--- config.mk ---
export PLATFORM = sky130hd
export DESIGN_NAME = quoted_token_splitter
export DESIGN_NICKNAME = d
export VERILOG_FILES = /design/src/hw/rtl/qts_pkg.sv /design/src/hw/rtl/quoted_token_splitter.sv
export SDC_FILE = /design/constraint.sdc
export NUM_CORES = 1
export LEC_CHECK = 0
export ABC_AREA = 1
export BUFFER_PORTS_ARGS = -buffer_cell sky130_fd_sc_hd__buf_2
export CAP_MARGIN = 5
export CELL_PAD_IN_SITES_DETAIL_PLACEMENT = 2
export CELL_PAD_IN_SITES_GLOBAL_PLACEMENT = 2
export CORE_AREA = 2 2 223 225
export DETAILED_ROUTE_END_ITERATION = 8
export DIE_AREA = 0 0 225 227
export GPL_TIMING_DRIVEN = 0
export PLACE_DENSITY = 0.82
export SYNTH_ARGS = -nofsm -noshare
export SYNTH_HDL_FRONTEND = slang
export SYNTH_SLANG_ARGS = --single-unit
--- constraint.sdc ---
create_clock -name clk -period 6.81 [get_ports clk]
set_input_delay 0 -clock clk [delete_from_list [all_inputs] [get_ports clk]]
set_output_delay 0 -clock clk [all_outputs]
set_load 0.02 [all_outputs]
--- src/hw/rtl/qts_pkg.sv ---
// ----------------------------------------------------------------------------
// qts_pkg
// Types and constants for the quoted token splitter: beat payloads,
// character codes and configuration register indexes.
// ----------------------------------------------------------------------------
package qts_pkg;

  localparam int CHAR_W   = 8;
  localparam int FIELD_W  = 16;
  localparam int POS_W    = FIELD_W + 1;  // count of characters, holds 65536
  localparam int MAP_W    = 64;
  localparam int CFG_IDX_W = 3;

  localparam logic [CHAR_W-1:0] QUOTE_CH  = 8'h22;
  localparam logic [CHAR_W-1:0] BSLASH_CH = 8'h5C;
  localparam logic [CHAR_W-1:0] NUL_CH    = 8'h00;

  localparam logic [CFG_IDX_W-1:0] REG_SEP_MAP_0 = 3'd0;
  localparam logic [CFG_IDX_W-1:0] REG_SEP_MAP_1 = 3'd1;
  localparam logic [CFG_IDX_W-1:0] REG_SEP_MAP_2 = 3'd2;
  localparam logic [CFG_IDX_W-1:0] REG_SEP_MAP_3 = 3'd3;

  // Space (code 32) is the only separator after reset.
  localparam logic [MAP_W-1:0] SEP_MAP_0_RESET = 64'h0000_0001_0000_0000;

  localparam logic [FIELD_W-1:0] FIELD_MAX = 16'hFFFF;

  typedef struct packed {
    logic [CHAR_W-1:0] char_in;
    logic              last_in_string;
  } in_t;

  typedef struct packed {
    logic [FIELD_W-1:0] token_offset;
    logic [FIELD_W-1:0] token_length;
    logic [FIELD_W-1:0] token_ordinal;
    logic               too_long;
  } out_t;

endpackage

--- src/hw/rtl/quoted_token_splitter.sv ---
// ----------------------------------------------------------------------------
// quoted_token_splitter
// Splits a byte stream, one character per beat, into tokens separated by a
// configurable set of separators, with double-quoted tokens and backslash
// escapes of the quote. One result beat per finished token.
// ----------------------------------------------------------------------------
// Character beats pass one input register, then one result register. Throughput:
// one character per cycle while no result is stuck behind out_stall; the
// per-character decision between the two registers is a single bitmap lookup.
// Reset (synchronous, active high): all string state clears, the separator
// map returns to space only, both pipeline valids drop.
module quoted_token_splitter
  import qts_pkg::*;
#(
  parameter int MAX_LEN = 65536
) (
  input  logic                 clk,
  input  logic                 rst,
  // character beats
  input  logic                 in_valid,
  output logic                 in_stall,
  input  in_t                  in_data,
  // token beats
  output logic                 out_valid,
  input  logic                 out_stall,
  output out_t                 out_data,
  // configuration writes
  input  logic                 cfg_valid,
  output logic                 cfg_ready,
  input  logic [CFG_IDX_W-1:0] cfg_index,
  input  logic [MAP_W-1:0]     cfg_data
);

  // Positions saturate at the smaller of MAX_LEN and the 16-bit field range.
  localparam int LIMIT = (MAX_LEN < 65536) ? MAX_LEN : 65536;
  localparam logic [POS_W-1:0]   LIMIT_V  = POS_W'(LIMIT);
  localparam logic [FIELD_W-1:0] LIMIT_M1 = FIELD_W'(LIMIT - 1);

  // Separator bitmap, one bit per character code.
  logic [MAP_W-1:0] sep_map_0, sep_map_1, sep_map_2, sep_map_3;
  logic [4*MAP_W-1:0] sep_bits;

  // Input register stage.
  logic s1_valid;
  in_t  s1_data;

  // String state.
  logic               inside_token, inside_token_next;
  logic               in_quotes, in_quotes_next;
  logic [CHAR_W-1:0]  prev_char, prev_char_next;
  logic [FIELD_W-1:0] token_begin, token_begin_next;
  logic [POS_W-1:0]   char_position, char_position_next;
  logic [FIELD_W-1:0] tokens_emitted, tokens_emitted_next;
  logic               overflowed, overflowed_next;

  // Per-character decode.
  logic               out_free;
  logic               s1_adv;
  logic [CHAR_W-1:0]  c;
  logic               last;
  logic               sep;
  logic               opener;
  logic [FIELD_W-1:0] pos_i;
  logic [POS_W-1:0]   pos_i_ext;
  logic [POS_W-1:0]   end_pos;
  logic [POS_W-1:0]   begin_ext;
  logic [POS_W-1:0]   len_raw;
  logic [POS_W-1:0]   quote_begin;
  logic               emit;
  logic [FIELD_W-1:0] emit_begin;
  logic [POS_W-1:0]   emit_len;
  out_t               result;

  // Configuration: always ready, writes beyond the map are dropped.
  assign cfg_ready = 1'b1;

  always_ff @(posedge clk) begin
    if (rst) begin
      sep_map_0 <= SEP_MAP_0_RESET;
      sep_map_1 <= '0;
      sep_map_2 <= '0;
      sep_map_3 <= '0;
    end else if (cfg_valid && cfg_ready) begin
      unique case (cfg_index)
        REG_SEP_MAP_0: sep_map_0 <= cfg_data;
        REG_SEP_MAP_1: sep_map_1 <= cfg_data;
        REG_SEP_MAP_2: sep_map_2 <= cfg_data;
        REG_SEP_MAP_3: sep_map_3 <= cfg_data;
        default: ;
      endcase
    end
  end

  assign sep_bits = {sep_map_3, sep_map_2, sep_map_1, sep_map_0};

  // Handshake: the decode stage advances whenever the result register is
  // empty or being drained; the input stage holds only behind a stuck result.
  assign out_free = !out_valid || !out_stall;
  assign s1_adv   = s1_valid && out_free;
  assign in_stall = s1_valid && !out_free;

  always_ff @(posedge clk) begin
    if (rst) begin
      s1_valid <= 1'b0;
    end else if (!in_stall) begin
      s1_valid <= in_valid;
    end
  end

  always_ff @(posedge clk) begin
    if (in_valid && !in_stall) begin
      s1_data <= in_data;
    end
  end

  // Per-character decision and state update.
  always_comb begin
    c      = s1_data.char_in;
    last   = s1_data.last_in_string;
    sep    = sep_bits[c];
    opener = (c == QUOTE_CH) && (prev_char != BSLASH_CH);

    inside_token_next   = inside_token;
    in_quotes_next      = in_quotes;
    token_begin_next    = token_begin;
    char_position_next  = char_position;
    tokens_emitted_next = tokens_emitted;
    overflowed_next     = overflowed;

    // Saturate the position once the string runs past the limit.
    if (char_position >= LIMIT_V) begin
      overflowed_next = 1'b1;
      pos_i           = LIMIT_M1;
    end else begin
      pos_i              = char_position[FIELD_W-1:0];
      char_position_next = char_position + POS_W'(1);
    end
    pos_i_ext = {1'b0, pos_i};
    begin_ext = {1'b0, token_begin};

    // Quoted token opens after the quote, or on it at the end of the string.
    quote_begin = last ? pos_i_ext : pos_i_ext + POS_W'(1);
    if (quote_begin > {1'b0, LIMIT_M1}) begin
      quote_begin = {1'b0, LIMIT_M1};
    end

    end_pos    = pos_i_ext;
    emit       = 1'b0;
    emit_begin = token_begin;
    emit_len   = '0;

    if (inside_token) begin
      if (!in_quotes) begin
        if (sep) begin
          emit = 1'b1;
        end else if (last) begin
          emit    = 1'b1;
          end_pos = pos_i_ext + POS_W'(1);
        end
      end else if (opener) begin
        emit           = 1'b1;
        in_quotes_next = 1'b0;
      end
      len_raw = (end_pos >= begin_ext) ? end_pos - begin_ext : '0;
      if (emit) begin
        emit_len          = len_raw;
        inside_token_next = 1'b0;
      end
    end else begin
      len_raw = '0;
      if (!sep) begin
        if (opener) begin
          token_begin_next  = quote_begin[FIELD_W-1:0];
          in_quotes_next    = 1'b1;
          inside_token_next = 1'b1;
        end else if (last) begin
          // Lone character at the end of the string is a token of its own.
          emit       = 1'b1;
          emit_begin = pos_i;
          emit_len   = POS_W'(1);
        end else begin
          token_begin_next  = pos_i;
          inside_token_next = 1'b1;
        end
      end
    end

    result.token_offset  = emit_begin;
    result.token_length  = emit_len[FIELD_W] ? FIELD_MAX : emit_len[FIELD_W-1:0];
    result.token_ordinal = tokens_emitted;
    result.too_long      = overflowed_next;

    if (emit && (tokens_emitted != FIELD_MAX)) begin
      tokens_emitted_next = tokens_emitted + FIELD_W'(1);
    end

    prev_char_next = c;

    // Drop all string state after its last character.
    if (last) begin
      inside_token_next   = 1'b0;
      in_quotes_next      = 1'b0;
      prev_char_next      = NUL_CH;
      token_begin_next    = '0;
      char_position_next  = '0;
      tokens_emitted_next = '0;
      overflowed_next     = 1'b0;
    end
  end

  always_ff @(posedge clk) begin
    if (rst) begin
      inside_token   <= 1'b0;
      in_quotes      <= 1'b0;
      prev_char      <= NUL_CH;
      token_begin    <= '0;
      char_position  <= '0;
      tokens_emitted <= '0;
      overflowed     <= 1'b0;
    end else if (s1_adv) begin
      inside_token   <= inside_token_next;
      in_quotes      <= in_quotes_next;
      prev_char      <= prev_char_next;
      token_begin    <= token_begin_next;
      char_position  <= char_position_next;
      tokens_emitted <= tokens_emitted_next;
      overflowed     <= overflowed_next;
    end
  end

  // Result register: load on advance, clear once the beat is taken.
  always_ff @(posedge clk) begin
    if (rst) begin
      out_valid <= 1'b0;
    end else if (s1_adv) begin
      out_valid <= emit;
    end else if (out_valid && !out_stall) begin
      out_valid <= 1'b0;
    end
  end

  always_ff @(posedge clk) begin
    if (s1_adv && emit) begin
      out_data <= result;
    end
  end

endmodule
# After elaboration in Yosys (flattened, before gate mapping)
# Index checks and enable logic that the tools add are counted.
[op_classes] reduce_logical=24 add_sub_neg=4 n_lt_le_gt_ge=4 eq_ne=10 mux=50
[op_table] op="$mux 16" count=12
[op_table] op="$mux 17" count=10
[op_table] op="$mux 1" count=26
[op_table] op="$add 16x1->17 const B" count=1
[op_table] op="$add 17x1->17 const B" count=1
[op_table] op="$ge 17x16->1" count=1
[op_table] op="$ge 17x17->1 const B" count=1
[op_table] op="$gt 17x16->1 const B" count=1
[op_table] op="$sub 17x16->17" count=1
[op_table] op="$add 16x1->16 const B" count=1
[op_table] op="$ne 16x16->1 const B" count=1
[op_table] op="$reduce_and 2->1" count=6
[op_table] op="$lt 8x9->1 const B" count=1
[op_table] op="$bmux 1 s8" count=1
[op_table] op="$eq 8x6->1 const B" count=1
[op_table] op="$mux 8" count=1
[op_table] op="$ne 8x7->1 const B" count=1
[op_table] op="$logic_and 1x1->1" count=7
[op_table] op="$eq 3x2->1 const B" count=2
[op_table] op="$ne 2x2->1 const B" count=3
[op_table] op="$reduce_and 3->1" count=2
[op_table] op="$logic_not 1->1" count=4
[op_table] op="$reduce_bool 2->1" count=2
[op_table] op="$eq 3x1->1 const B" count=1
[op_table] op="other kinds (4)" count=4
[word_totals] input_bits=81 elab_cells=111 reg_bits=376

# Depth between registers and ports, before layout
[logic_depth] word_depth=11 depth_mapped=37 ltp_nobuf=34

# Worst setup path after synthesis
# No wires, ideal clock.
[synth_timing] kind="reg2reg" from="reg s1_data (netlist bit c[0])" to="reg out_data[22] (netlist bit) (data pin)" n_path_buf=5 required_ns=6.540 slack_ns=2.388 period_less_slack_ns=4.422 path_stages_with_launch=32 t_arrival_ns=4.152 cell_sequence="edfxtp_1 > buf_4 > buf_6 > buf_2 > nand2_1 > nand2_1 > a21oi_1 > nand3_1 > nand3_1 > nand3_1 > nand3_1 > nand3_1 > nand2_2 > inv_2 > nor2_4 > buf_2 > xnor2_1 > ha_1 > inv_1 > fa_1 > nand2_1 > inv_1 > o21a_1 > o21ai_0 > nand3_1 > a31oi_1 > o21ai_0 > a21boi_0 > nand3_1 > nand3_2 > buf_2 > a21oi_1"
[synth_via] elab_chain_cells=9
[synth_rtl] item="from (decl)" line="quoted_token_splitter.sv:45" source="in_t s1_data;"
[synth_rtl] item="from (signal assigned)" line="quoted_token_splitter.sv:112" source="s1_data <= in_data;"
[synth_rtl] item="$bmux 1 s8" line="quoted_token_splitter.sv:120" source="sep = sep_bits[c];"
[synth_rtl] item="$mux 1 (implied by the code)" line="quoted_token_splitter.sv:120"
[synth_rtl] item="$mux 17" line="quoted_token_splitter.sv:154" source="if (sep) begin"
[synth_rtl] item="$mux 17" line="quoted_token_splitter.sv:153" source="if (!in_quotes) begin"
[synth_rtl] item="$mux 17" line="quoted_token_splitter.sv:152" source="if (inside_token) begin"
[synth_rtl] item="$sub 17x16->17 / $ge 17x16->1 (equally long branches)" line="quoted_token_splitter.sv:164" source="len_raw = (end_pos >= begin_ext) ? end_pos - begin_ext : '0;"
[synth_rtl] item="$mux 17" line="quoted_token_splitter.sv:164"
[synth_rtl] item="$mux 17 *" line="quoted_token_splitter.sv:165" source="if (emit) begin"
[synth_rtl] item="$mux 17 *" line="quoted_token_splitter.sv:152"
[synth_rtl] item="to (signal assigned)" line="quoted_token_splitter.sv:244" source="out_data <= result;"
[synth_rtl] item="to (decl)" line="quoted_token_splitter.sv:26" source="output out_t out_data,"
# Mark *: on every way between the ends. The rest lies on a longest branch, timed or not. The select of a mux whose other input is x is not followed.
# A chain may end at the register's enable or synchronous reset.

# Final worst setup path
[layout_timing] from="reg s1_data (netlist bit c[2])" to="reg out_data[27] (netlist bit) (data pin)"
# The elaborated chain is that of the path after synthesis.

==> results.cfg <==
[status]
status = completed

[cts]
cts_tree = done
cts.sinks = 376
clock_path_buffers = 3
cts_buffers = 45
clk_pin_slew_ps = 70
root_buffer = clkbuf_16
htreeDepth = 2
insertion_delay_ps = 590

[timing]
holdWs_ps = 117
slew_viol_final = 0
fmax_mhz = 155
maxSlewHeadroom_pct = 17.2
min_period_ps = 6450
setup_viol = 0
hold_violations = 0
finalCritPeriodShare_pct = 94.7
worst_pin_slew_ps = 1240
finClkSkew_ps = 24.7
fin_tns_setup_ps = 0

[pwr]
power_frac_seq_pct = 43.1
irDropWorstVdd_uv = 193
p_int_w = 0.00393
powerDensity_nw_per_um2 = 255
comb_power_share_pct = 12.1
power.share.switching_pct = 28.7
power_leakage_nw = 9.33
clockPowerShare_pct = 44.8
power.switching_w = 0.00158

[die]
core_um2 = 48500
rows = 81
die_w_um = 225
die_area_um2 = 51100
pin_count = 133
dieHeight_um = 227
start_util_pct = 36.7

[drt]
ant_nets = 0
drt_iter0_drc = 1443
dr.pass1.iters = 5
wl_per_cell_um = 25.9
wl_mm = 89.8
drc_errors = 0
vias_per_cell = 5.70
dr_total_vias = 19774

[synthesis]
synth_seq_cells = 376
synth_edf_count = 58
synth_area_per_cell_um2 = 6.99
async_reset_ff_share_pct = 0
yosys_warnings = 0
netlist_instances = 2545
ys_seq_area_share_pct = 45.6
yosysUniqueCellTypes = 47
synth_ff_type = dfxtp_1
synth_fp_nets = 2646
synth_area_um2 = 17800

[cells_and_area]
nNetsFinal = 2908
post-route-util_pct = 44.4
fillCellCount = 5765
area_growth_pct = 21.2
drive_gt1_share_pct = 10.2
stdcell_count = 3467
design_area_um2 = 21600

[critical_path]
cp-end-kind = flip-flop
arrival_ps = 6750
critPathKind = reg2reg
required_ps = 7120
slowest_stage = fa_1
critPathMaxFanout = 10
max_stage_delay_ps = 400
worst_setup_path_start_kind = flip-flop
cpMostUsedCell = nand3_1

[grt]
grt_max_degree = 37
grt_pass1_wl_mm = 134
grt_pass1_vias = 21730
gr-total-overflow = 0
track_usage_pct = 34.9
antenna_found_initial = 1

[place]
dp.cells = 3300
place_congestion = 0.893
postPlaceCellArea_um2 = 19300
io_buffers = 131
dp_hpwl_mm = 58.6

[flow_run]
max-cap-violations = 0

[worst_hold_path]
hold_path.class = in2reg
-- final cells by class --
cell class,count,area [µm²],share of cell area (%)
Multi-Input combinational cell,1884,8510,39.4
Sequential cell,376,8110,37.6
Timing Repair Buffer,215,1500,6.97
Clock buffer,69,1360,6.31
Tap cell,622,778,3.61
Buffer,157,717,3.32
Inverter,128,487,2.26
Clock inverter,15,101,0.470
Antenna cell,1,2.50,0.0116
-- through the flow --
step	worst slack (ps)	power, W
floorplan	2390	0.00273
global placement	643	0.00298
detailed placement	304	0.00301
CTS	267	0.00548
global route	-23.3	0.00565
finish	363	0.00550
-- routing by layer --
metal | global-route usage [%] | wire length (µm) | vias up
li1 | - | - | 8844
met1 | 39.4 | 34600 | 9911
met2 | 62.4 | 44600 | 724
met3 | 4.81 | 4890 | 295
met4 | 21.6 | 5690 | 0
met5 | 0 | 0 | -
-- registers in the layout (all words and copies together) (netlist names) --
register        flops
sep_map_3          64
tokens_emitted     16
c                   8
sep_map_1          64
prev_char           8
in_quotes           1
sep_map_2          64
last                1
sep_map_0          64
s1_valid            1
out_data           49
overflowed          1
inside_token        1
token_begin        16
char_position      17
out_valid           1
-- power by group through the flow --
| stage | Clock (W) | Sequential, W | Combinational (W) |
|---|---|---|---|
| 6_report | 0.00247 | 0.00237 | 0.000665 |
| 3_3_place_gp | 0 | 0.00241 | 0.000569 |
| 2_1_floorplan | 0 | 0.00241 | 0.000318 |
| 3_5_place_dp | 0 | 0.00242 | 0.000598 |
| 4_1_cts | 0.00247 | 0.00237 | 0.000642 |
| 5_1_grt | 0.00257 | 0.00238 | 0.000711 |
-- cell usage after synthesis, types with 2 or more instances --
library cell  instances  share of area (%)
buf_6                 5               0.32
edfxtp_1             58                9.8
o21ai_0             329                9.3
or2_2                 4               0.14
clkinv_1              3              0.063
inv_1               113                2.4
ha_1                 19                1.3
a31oi_1               3               0.11
buf_1                 7               0.15
nand3_2               2               0.11
o21ai_1               2              0.056
dfxtp_1             318                 36
o221ai_1              9               0.44
xor2_1               25                1.2
xnor2_1               4               0.20
buf_2                41                1.2
nand2_2               6               0.21
clkbuf_1             96                2.0
a21oi_1             152                4.3
nor2_1              571                 12
nor3_1               20               0.56
nand2_1             512                 11
nand4_1              10               0.35
nor3b_1               2              0.084
nor4_1                3               0.11
o31ai_1               2              0.084
nand3_1             184                5.2
o21a_1                3               0.13
buf_4                 8               0.34
inv_2                11               0.23
o211ai_1              7               0.30
-- timing repair --
| item | 4_1_cts | 5_1_grt |
|---|---|---|
| setup endpoints to repair | 0 | 11 |
| endpoints found under the hold margin | 268 | 0 |
| resized for setup | 0 | 7 |
| hold buffers | 80 | 0 |
| setup buffers | 0 | 2 |
-- critical path: cells and delay by family (launching register included) --
kind	cells	cell delay, ps
and+or+nand+nor	13	1970
buffers and inverters	9	1710
AOI/OAI and AO/OA	6	1370
adders and majority gates	2	600
DFF	1	330
xor gates and xnor gates	1	140
-- worst paths after layout --
| path | to | slack, ps | from | cells after the start |
|---|---|---|---|---|
| max | out_data[27]$_SDFFCE_PP1P_ | 360 | c[2]$_DFFE_PP_ | 31 |
| min | sep_map_0[13]$_SDFFE_PP0P_ | 120 | cfg_index[1] | 5 |
| max reg2reg | out_data[27]$_SDFFCE_PP1P_ | 360 | c[2]$_DFFE_PP_ | 31 |
| min reg2reg | sep_map_0[24]$_SDFFE_PP0P_ | 460 | sep_map_0[24]$_SDFFE_PP0P_ | 2 |
-- placed cells by master, fill, tap and decap left out, types with 3 or more instances in the layout --
master,n
nor2_1,571
buf_6,6
dfxtp_1,318
buf_1,6
nand4_1,10
buf_4,10
nor4_1,3
a21oi_1,152
xor2_1,25
xnor2_1,4
a31oi_1,3
nand3_1,184
clkinv_2,8
buf_2,169
clkbuf_1,110
nor3_1,19
or2_2,4
clkinv_1,6
inv_1,112
o221ai_1,9
clkbuf_8,6
ha_1,19
o211ai_1,7
inv_2,12
clkbuf_16,49
o21a_1,3
dlygate4sd3_1,80
nand2_2,5
edfxtp_1,58
nand2_1,512
clkbuf_4,3
o21ai_0,329
-- kinds of logic (layout without fill, tap and decap cells) --
| group | Yosys count | count (layout) | share of synthesized area, % |
|---|---|---|---|
| compound gates | 516 | 516 | 15.1 |
| xor+xnor | 29 | 29 | 1.43 |
| fa+ha+maj | 20 | 20 | 1.45 |
| buf+inv | 285 | 584 | 6.69 |
| flops | 376 | 376 | 45.6 |
| other cells | 1 | 2 | 0.0211 |
| simple gates | 1318 | 1318 | 29.8 |
Note: power is estimated with default switching activity, not from simulation.
